[src/rtl/olrb_pkg.sv]
package olrb_pkg;

	localparam int LOG_DEPTH_DEF = 16384;
	localparam int MAX_READ_DEF  = 64;

	localparam int BYTE_W = 8;
	localparam int LEN_W  = 7;

	localparam logic OP_APPEND = 1'b0;
	localparam logic OP_READ   = 1'b1;

	// controller -> datapath
	typedef struct packed {
		logic append;
		logic load;
		logic issue;
	} olrb_cmd_t;

	// datapath -> controller
	typedef struct packed {
		logic rem_zero;
		logic rem_one;
	} olrb_sts_t;

endpackage

[src/rtl/olrb_ctrl.sv]
module olrb_ctrl
	import olrb_pkg::*;
(
	input  logic      clk,
	input  logic      arst_n,
	input  logic      in_valid,
	input  logic      operation,
	output logic      in_stall,
	output logic      out_valid,
	input  logic      out_stall,
	input  olrb_sts_t sts,
	output olrb_cmd_t cmd
);

	typedef enum logic {
		S_IDLE,
		S_READ
	} state_t;

	state_t state_q;
	logic   out_valid_q;
	logic   in_acc;

	assign in_stall   = (state_q != S_IDLE);
	assign in_acc     = in_valid && !in_stall;
	assign cmd.append = in_acc && (operation == OP_APPEND);
	assign cmd.load   = in_acc && (operation == OP_READ);
	// next byte goes out when the output slot is free or drains this cycle
	assign cmd.issue  = (state_q == S_READ) && (!out_valid_q || !out_stall);
	assign out_valid  = out_valid_q;

	always_ff @(posedge clk or negedge arst_n) begin
		if (!arst_n) begin
			state_q     <= S_IDLE;
			out_valid_q <= 1'b0;
		end else begin
			if (cmd.issue) begin
				out_valid_q <= 1'b1;
			end else if (!out_stall) begin
				out_valid_q <= 1'b0;
			end
			case (state_q)
				S_IDLE: begin
					if (cmd.load) begin
						state_q <= S_READ;
					end
				end
				S_READ: begin
					if (cmd.issue && (sts.rem_zero || sts.rem_one)) begin
						state_q <= S_IDLE;
					end
				end
				default: state_q <= S_IDLE;
			endcase
		end
	end

	a_last_frees: assert property (@(posedge clk) disable iff (!arst_n)
		cmd.issue && (sts.rem_zero || sts.rem_one) |=> !in_stall)
		else $error("input not released after last item");

	a_load_blocks: assert property (@(posedge clk) disable iff (!arst_n)
		cmd.load |=> in_stall && !cmd.append)
		else $error("read not started");

	a_issue_valid: assert property (@(posedge clk) disable iff (!arst_n)
		cmd.issue |=> out_valid)
		else $error("issued item not presented");

endmodule

[config.mk]
export PLATFORM = sky130hd
export DESIGN_NAME = olrb_ctrl
export DESIGN_NICKNAME = d
export VERILOG_FILES = /design/src/rtl/olrb_pkg.sv /design/src/rtl/olrb_ctrl.sv
export SDC_FILE = /design/constraint.sdc
export NUM_CORES = 1
export LEC_CHECK = 0
export ABC_CLOCK_PERIOD_IN_PS = 1000
export BUFFER_PORTS_ARGS = -buffer_cell sky130_fd_sc_hd__buf_2
export CELL_PAD_IN_SITES_DETAIL_PLACEMENT = 0
export CELL_PAD_IN_SITES_GLOBAL_PLACEMENT = 1
export CORE_AREA = 2 2 39 41
export CTS_CLUSTER_DIAMETER = 40
export DETAILED_ROUTE_END_ITERATION = 6
export DIE_AREA = 0 0 41 43
export PLACE_DENSITY = 0.35
export SYNTH_ARGS = -nofsm -noshare
export SYNTH_HDL_FRONTEND = slang
export SYNTH_SLANG_ARGS = --single-unit
[constraint.sdc]
create_clock -name clk -period 1 [get_ports clk]
set_input_delay 0.2 -clock clk [delete_from_list [all_inputs] [get_ports clk]]
set_output_delay 0.2 -clock clk [all_outputs]
set_load 0.05 [all_outputs]
==> results by stage <==
Outcome:
- The run finished, with violations left.
- The final reports fail on negative setup slack.

Clocking:
- TritonCTS built the clock tree.
- The maximum clock insertion buffer count is 2.
- Buffers inserted during clock tree synthesis total 3.
- The clock latency on the worst-skew pair is 230 ps.
- The clock net in this run drives a total of 2 sinks.
- After clock tree synthesis, the clock-pin slew on the worst setup and hold paths is 40 ps.
- The count of H-tree levels built during CTS is 1.
- The root buffer cell is sky130_fd_sc_hd__clkbuf_4.

Synthesis:
- The post-synthesis cell type with the largest combined area is sky130_fd_sc_hd__dfrtp_1.
- Counting flops and latches in the post-synthesis netlist gives 2.
- The synthesized netlist contains 8 unique library cells.
- Summed over its instances, the top area cell type makes up about 50% of the synthesized netlist area.
- By area the synthesized netlist is led by sky130_fd_sc_hd__dfrtp_1, sky130_fd_sc_hd__and3b_1, sky130_fd_sc_hd__o2bb2ai_1.
- The synthesis warning total is 0.
- The gate count of the mapped netlist is 10.
- After synthesis, flip-flops and latches occupy between 50 and 60% of the total area.
- The total nets after synthesis is 17.
- In this run the cell area of the synthesized design comes to 98.8 um^2.
- The synthesized area per cell is ~9.9 um^2.

Floorplan:
- The height of the die is around 43 um.
- After floorplanning, the core was sized to cover about 0.0014 mm^2.
- In this run the horizontal extent of the chip is 41 um.
- The initialized floorplan defines 14 standard-cell rows.
- The effective utilization at floorplan is 7.14%.
- 12 I/O pins were placed.
- The die covers 0.00176 mm^2.

Worst setup path:
- The terminus of the critical flop-to-flop path is in_stall.
- The number of cells on the worst reg-to-reg path is 5.
- In this run the critical register-to-register path is launched from in_stall.
- In this run the worst path has a maximum fanout of 5.
- The worst setup path is launched from a flop.
- The slowest library cell on the worst path is sky130_fd_sc_hd__dfrtp_2.
- The worst setup slack for register-to-register paths is -250 ps.
- Data on the critical path is required at its endpoint by 800 ps.
- The critical path's largest stage delay is around 430 ps.
- The worst setup path is captured at an output pin.
- The arrival time at the worst endpoint is ~1100 ps.
- The setup path with the least slack is of type flop to output pin.
- Walking the worst path, the cells encountered are and3b_2 -> buf_8.

Global routing:
- The via count of the first global-routing pass is 187.
- After global routing, the most crowded layer is met4.
- The number of antenna violations at the first check in global routing is 0.
- The first global-routing pass estimated 593 um of wire.
- The met1 global-route usage is 2.87%.
- The total routing resource utilization after global routing is around 5.8%.
- Entering global routing, the biggest net connects 6 pins.
- In the global route stage, met3 resource usage came out at between 3 and 4%.
- Global routing consumed, on the met2 layer, 8.75% of the routing resources.
- The total overflow left after global routing is 0.

Pwr:
- The sequential group share of total power is 21.2%.
- The reported leakage power is roughly 0.15 nW.
- The switching power is 0.207 mW.
- The cell-internal power is 0.341 mW.
- Of the total power, the share spent switching nets is 37.8%.
- After layout, the design draws a total of 0.548 mW.
- The total power per unit cell area is 1840 mW/mm^2.
- The maximum ir drop on the vdd rail is about 340 uV.
- The clock network burns between 30% and 40% of the power.
- In this run, the combinational gates consume 41.6% of the power.

Detailed routing:
- The routed layout has between 150 and 200 vias.
- After detailed routing, the average wire length per cell comes to 8.24 um.
- The first detailed-routing pass ran for 2 iterations.
- The number of DRC markers after the initial detailed-route iteration is 1.
- The remaining routing DRC violations is 0.
- The final layout contains routed wiring with a total length of 379 um.
- In the routed layout, each cell is associated on average with a via count of roughly 3.5.
- The remaining number of nets flagged by the antenna check after routing is 0.

Timing:
- Setup violations remaining at the end of the flow were counted as 6.
- The worst-case clock skew is 8.99 ps.
- The least setup slack across all paths after layout is -289 ps.
- Of the available clock period, the critical path in the final layout requires 129%.
- The tightest slew margin relative to the limit is 83.3%.
- The maximum clock rate is 0.776 GHz.
- The final-report hold violation count is 0.
- For the pin with the worst max-slew slack, the measured transition is 252 ps.
- Setup repair after global routing could not meet its margin everywhere.
- The number of pins with negative max-slew slack in the final report is 0.
- The routed design could run at a clock period as short as approximately 1300 ps.
- The final-layout worst hold slack is 251 ps.
- In the final timing run, aggregate negative setup slack is -1130 ps.

Finish:
- The share of post-route cells with drive strength above 1 is between 70% and 80%.
- The final net count is 38.
- The combined area of the multi-input logic cells is 68.8 um^2.
- The final cell count without fillers is 46.
- The antenna cell count is 0.
- Relative to the synthesized area, the layout overhead comes to 201%.
- Cells fill 21.5% of the core in the end.
- The final instance area is 298 um^2.
- Summing all flip-flop and latch instances after layout gives 51.3 um^2.
- The library cells used most frequently in the layout, excluding fill and tap cells, are sky130_fd_sc_hd__buf_2, sky130_fd_sc_hd__buf_6, sky130_fd_sc_hd__clkbuf_4, sky130_fd_sc_hd__buf_4, sky130_fd_sc_hd__nand2_1.
- The count of fill cells added during filler insertion is around 150.
- The most common cell after layout, fill and taps aside is sky130_fd_sc_hd__buf_2.

Worst hold path:
- The endpoint of the worst hold path is out_valid.
- The worst hold path was traced through 3 stages.
- The worst hold path begins at out_stall.
- The class of the worst hold path is input port to flop.

Placement:
- The global placement routability congestion is around 0.44.
- Buffers placed on the I/O ports in this run total 11.
- The final HPWL from detailed placement is about 260 um.
- Once placement completed, the tool counted placed cells totaling 39.
- Timing analysis after detailed placement gives a worst setup slack of -132 ps.
- The placed instances occupy a cell area of ~210 um^2.

Run:
- The number of max-cap violations is 0.
sequential cells by signal (all words and copies together) (netlist names):
name / flops
out_valid: 1
in_stall: 1
Yosys cell counts:
master / number
sky130_fd_sc_hd__a21oi_1: 1
sky130_fd_sc_hd__inv_1: 1
sky130_fd_sc_hd__dfrtp_1: 2
sky130_fd_sc_hd__nand2_1: 2
sky130_fd_sc_hd__nor3b_1: 1
sky130_fd_sc_hd__a21o_1: 1
sky130_fd_sc_hd__o2bb2ai_1: 1
sky130_fd_sc_hd__and3b_1: 1
critical path, delay by kind of cell, from the launching register on:
kind | cells | cell delay, ps
DFF | 1 | 430
buffers and inverters | 1 | 150
and+or+nand+nor | 1 | 280
kinds of logic after synthesis:
kind of cell,count (synthesis),share of synthesized area (%)
AO/OA/AOI/OAI,3,21.5
AND/OR/NAND/NOR,4,24.1
flip-flops,2,50.6
buffers and inverters,1,3.79
timing repair:
item | in CTS | in global routing
pin swaps | 0 | 1
setup buffers | 1 | 1
hold buffers | 1 | 0
hold endpoints to repair | 2 | 0
gates resized for setup | 9 | 1
setup endpoints to repair | 6 | 6
area by class of cell:
class,count,area share [%]
Clock buffer,4,8.82
Timing Repair Buffer,16,42.9
Sequential cell,2,17.2
Inverter,1,1.26
Multi-Input combinational cell,7,23.1
Tap cell,16,6.72
power by group through the flow:
stage | combinational [mW] | sequential [mW] | clock (mW)
after floorplan | 0.0777 | 0.163 | 0
after global placement | 0.187 | 0.115 | 0
after detailed placement | 0.186 | 0.117 | 0
after CTS | 0.222 | 0.117 | 0.218
after global routing | 0.239 | 0.119 | 0.222
final | 0.228 | 0.116 | 0.204
how the worst max path moves through the flow:
stage                        start     end  slack [ps]  depth (start not counted)
final                     in_stall  cmd[1]        -290                          2
after global routing      in_stall  cmd[1]        -320                          2
after CTS                 in_stall  cmd[1]        -300                          2
after detailed placement  in_stall  cmd[1]        -130                          2
after global placement    in_stall  cmd[1]        -130                          2
after floorplan           in_stall  cmd[2]        -240                          1
per-layer routing:
metal,share of wire [%],up-vias
met5,0,-
met2,55,8
li1,-,75
met3,8.7,2
met4,3.2,0
met1,33,75
(Power assumes the default switching activity.)
